--- config.mk ---
export PLATFORM = sky130hd
export DESIGN_NAME = hcbp_ram
export DESIGN_NICKNAME = d
export VERILOG_FILES = /design/src/sv/hcbp_ram.sv
export SDC_FILE = /design/constraint.sdc
export NUM_CORES = 2
export LEC_CHECK = 0
export CORE_MARGIN = 1
export CORE_UTILIZATION = 40
export CTS_CLUSTER_SIZE = 25
export DETAILED_ROUTE_END_ITERATION = 10
export DONT_BUFFER_PORTS = 1
export GPL_TIMING_DRIVEN = 0
export PLACE_DENSITY = 0.53
export SYNTH_ARGS = -nofsm -noshare
export SYNTH_HDL_FRONTEND = slang
export SYNTH_SLANG_ARGS = --single-unit
--- constraint.sdc ---
create_clock -name aclk -period 3.3 [get_ports aclk]
set_input_delay 0.33 -clock aclk [delete_from_list [all_inputs] [get_ports aclk]]
set_output_delay 0.33 -clock aclk [all_outputs]
set_load 0.02 [all_outputs]
--- src/sv/hcbp_ram.sv ---
// Generic single-write, single-read RAM with a registered read port.
// Holds the code table of the bit packer; no package dependency.
module hcbp_ram #(
    parameter int WIDTH = 8,
    parameter int DEPTH = 256
) (
    input  logic                     aclk,
    input  logic                     wr_en,
    input  logic [$clog2(DEPTH)-1:0] wr_addr,
    input  logic [WIDTH-1:0]         wr_data,
    input  logic                     rd_en,
    input  logic [$clog2(DEPTH)-1:0] rd_addr,
    output logic [WIDTH-1:0]         rd_data
);

    logic [WIDTH-1:0] mem [DEPTH];

    always_ff @(posedge aclk) begin
        if (wr_en) begin
            mem[wr_addr] <= wr_data;
        end
        if (rd_en) begin
            rd_data <= mem[rd_addr];
        end
    end

endmodule

Word level (Yosys, flattened, before mapping) --
Memory sizes are Yosys's and may differ from the RTL's. A register that Yosys moved wholly into a read port is not among the register bits. Cells that the tools add are included. W data, S select, Z words.
Cells by class: muxes and demuxes 2
Operator list (count):
- $mux W1 | 2
Word-level totals: memories 1, memory bits (writable) 2048, logic and storage cells 3, register bits after elaboration 0
Memory list:
- mem | words 256, bits a word 8, rd ports 1, clocked after memory_dff 1, write ports 1, line 16 | logic [WIDTH-1:0] mem [DEPTH];

Depth between registers and ports, before layout --
depth in word-level cells 2, depth in mapped cells 11

Worst setup path before layout --
No wires, ideal clock.
kind in2reg, from in rd_addr[0], to reg rd_data[2], read port of mem (data pin), stages 9, setup time 0.269 ns, setup slack 0.894 ns, arrival 2.137 ns, path through buf_6 -> buf_12 -> buf_8 -> buf_2 -> mux4_2 -> a22oi_1 -> a21oi_1 -> nor4_1 -> nor4_2
RTL lines:
- start, declared | line 12 | input logic [$clog2(DEPTH)-1:0] rd_addr,
- end, declared | line 13 | output logic [WIDTH-1:0] rd_data

==> results_dict.tcl <==
set metrics [dict create \
    grt_max_degree 257 \
    die_y_um 448.2 \
    worstReg2RegStart "mem[27][3]" \
    ys_warn_count 0 \
    leakage_nw 27.58 \
    num_vias 41140 \
    drt-pass1-iter-count 6 \
    dr.first_iter.drc_count 5950 \
    worst-path-buf-inv 5 \
    drv_cap 0 \
    crit_slowest_cell "nor4_2" \
    skew_ps 25.45 \
    synth_edf_count 2056 \
    hold_class "in -> reg" \
    nets 3988 \
    postRouteAntennaNets 0 \
    critPathCaptureType "flop" \
    r2r_slack_ps 210 \
    violations "negative hold slack, negative setup slack" \
    path_cells "buf_2 > buf_4 > buf_2 > buf_2 > clkbuf_2 > a211oi_1 > nor2_1 > nor4_4 > nor4_2" \
    clockRootBuffer "clkbuf_16" \
    timing.hold.ws_ps -364.1 \
    postCtsSetupRepairBufs 0 \
    relSlewSlack 0.002405 \
    rows 163 \
    totalWireLength_mm 255.5 \
    criticalPathCategory "in -> reg" \
    yosys.area.top_type "edfxtp_1" \
    syn-cell-area_mm2 0.07964 \
    drive_above_1_share 0.2355 \
    insertion_delay_ps 840 \
    clockBufferDepth 3 \
    worst_pin_slew_ps 1496 \
    cp_max_fo 10 \
    ys_ff_latch 2056 \
    ys_top_cells_by_area "edfxtp_1 (78%), mux4_2 (13%), mux2i_1 (1.7%)" \
    cts.htree.levels 4 \
    finalCritPeriodShare 1.050 \
    yosysMostFrequentCell "edfxtp_1" \
    hold_end "mem[212][1]" \
    ys_types 54 \
    worstHoldStart "wr_data[1]" \
    ys.flop_type "edfxtp_1" \
    wl_per_cell_um 37.66 \
    synth_seq_area_share 0.7753 \
    outcome "finished with violations" \
    grt_pass1_wl_mm 342.0 \
    cts_num_sinks 2056 \
    cpMostUsedCell "buf_2" \
    cts_made_buffers 205 \
    path_depth 9 \
    fin_ws_ps -166.5 \
    initial_core_util 0.4030 \
    die_w_um 448.2 \
    utilization 0.4565 \
    ir_drop_v 0.0004835 \
    grtUsageMet2 0.3813 \
    synthesis.nets 3760 \
    place_congestion 0.9379 \
    drv_slew 0 \
    arrival_ps 3990 \
    grt_overflow 0 \
    max_freq_ghz 0.2885 \
    crit_path_start_kind "input pin" \
    whs_path_depth 0 \
    pin_count 35 \
    core-area_mm2 0.1976 \
    antenna_found_initial 21 \
    rr_worst_depth 6 \
    die_area_mm2 0.2009 \
    grtUsageTotal 0.2528 \
    finalSetupViolCount 7 \
    timing.rr.end "rd_data[3]" \
    min_period_ps 3466 \
    clk_pin_slew_worst_paths_ps 60 \
    synth_cells 3733 \
    pwr_density_cell_mw_per_mm2 604.1 \
    hpwl_mm 164.2 \
    hold_viol 723 \
    cts_tree "done" \
    use_met1 0.3635 \
    grt_pass1_vias 40210 \
    routed_via_density 6.063 \
    synthTopCellsByCount "edfxtp_1 (2056), mux4_2 (454), nor2_1 (282)" \
    critPathMaxStageDelay_ps 800 \
    crit_required_ps 3820 \
    area_growth_pct 13.29 \
    syn_area_per_cell_um2 21.33 \
    crit_family "buffers and inverters" \
    port_buffers 0 \
    async_flop_share 0 \
    drc 0 \
    synth_top_cell_area_share 0.7753 \
    gr-usage-met3 0.05384 \
    gr-max-usage-layer "met2" \
]
## flip-flops by register name (all words and copies together), names as in the netlist
| name | count |
|---|---|
| rd_data | 8 |
| mem | 2048 |
## area by class of cell
cell class | instances | area [um2]
Multi-Input combinational cell | 1442 | 16760
Inverter | 2 | 7.507
Timing Repair Buffer | 21 | 395.4
Fill cell | 16610 | 107400
Sequential cell | 2056 | 61740
Tap cell | 2640 | 3303
Clock buffer | 257 | 5389
Clock inverter | 121 | 1002
Antenna cell | 13 | 32.53
Buffer | 233 | 1589
## report_power, final
| part | switching, W | internal (W) | total (W) | leakage [nW] |
|---|---|---|---|---|
| registers | 0.0000325 | 0.0288 | 0.0288 | 18.5 |
| logic | 0.00202 | 0.000931 | 0.00295 | 5.94 |
| clock network | 0.0101 | 0.0126 | 0.0227 | 3.15 |
| total | 0.0122 | 0.0423 | 0.0545 | 27.6 |
## per-layer routing
metal | routed length (um) | share of wire | vias up
li1 | - | - | 16220
met5 | 46 | 0.00018 | -
met2 | 116800 | 0.46 | 2128
met4 | 9193 | 0.036 | 8
met1 | 106400 | 0.42 | 22400
met3 | 23140 | 0.091 | 383
## kinds of logic (layout without fill, tap and decap cells)
| logic type | count (synthesis) | after routing | synth area share |
|---|---|---|---|
| flops | 2056 | 2056 | 0.7753 |
| mux | 591 | 591 | 0.1460 |
| simple gates | 466 | 466 | 0.02625 |
| compound gates | 385 | 385 | 0.03416 |
| buf+inv | 235 | 634 | 0.01829 |
| other cells | 0 | 13 | 0 |
## worst max-delay path by stage
stage	startpoint	endpoint	slack, ps
2_1_floorplan	rd_addr[0]	rd_data[2]	890
3_3_place_gp	rd_addr[4]	rd_data[4]	-2790
3_5_place_dp	rd_addr[4]	rd_data[4]	-2230
4_1_cts	rd_addr[2]	rd_data[6]	5
5_1_grt	rd_addr[1]	rd_data[3]	-140
6_report	rd_addr[1]	rd_data[2]	-170
## stage by stage
stage	setup TNS (ps)	area, um2	worst slack (ps)	power (W)	cells
after global placement	-805310	82940	-2789	0.03196	6373
after floorplan	0	79640	893.9	0.03079	3733
after detailed placement	-269620	83140	-2233	0.03198	6382
after global routing	-146.1	90190	-139.0	0.05567	6774
after CTS	0	89890	5.221	0.05433	6761
final	-637.7	90220	-166.5	0.05450	6785
## cell usage in the layout (no fill, tap or decap), types with 29 or more instances in the layout
master / instances
mux4_2: 454
a22oi_1: 133
edfxtp_1: 2056
a21oi_1: 96
mux2i_1: 134
nand2_1: 33
nor2b_1: 31
clkinv_2: 50
clkinv_1: 43
clkbuf_2: 53
o221ai_1: 45
clkbuf_16: 208
clkbuf_1: 105
buf_4: 29
buf_2: 33
nand3_1: 34
nor2_1: 282
## timing repair
action / in CTS / in global routing
resized for setup: 89 / 15
gates cloned: 0 / 0
hold endpoints to repair: 2056 / 1904
hold buffers: 1 / 11
endpoints found under the setup margin: 8 / 7
(Power assumes the default switching activity.)
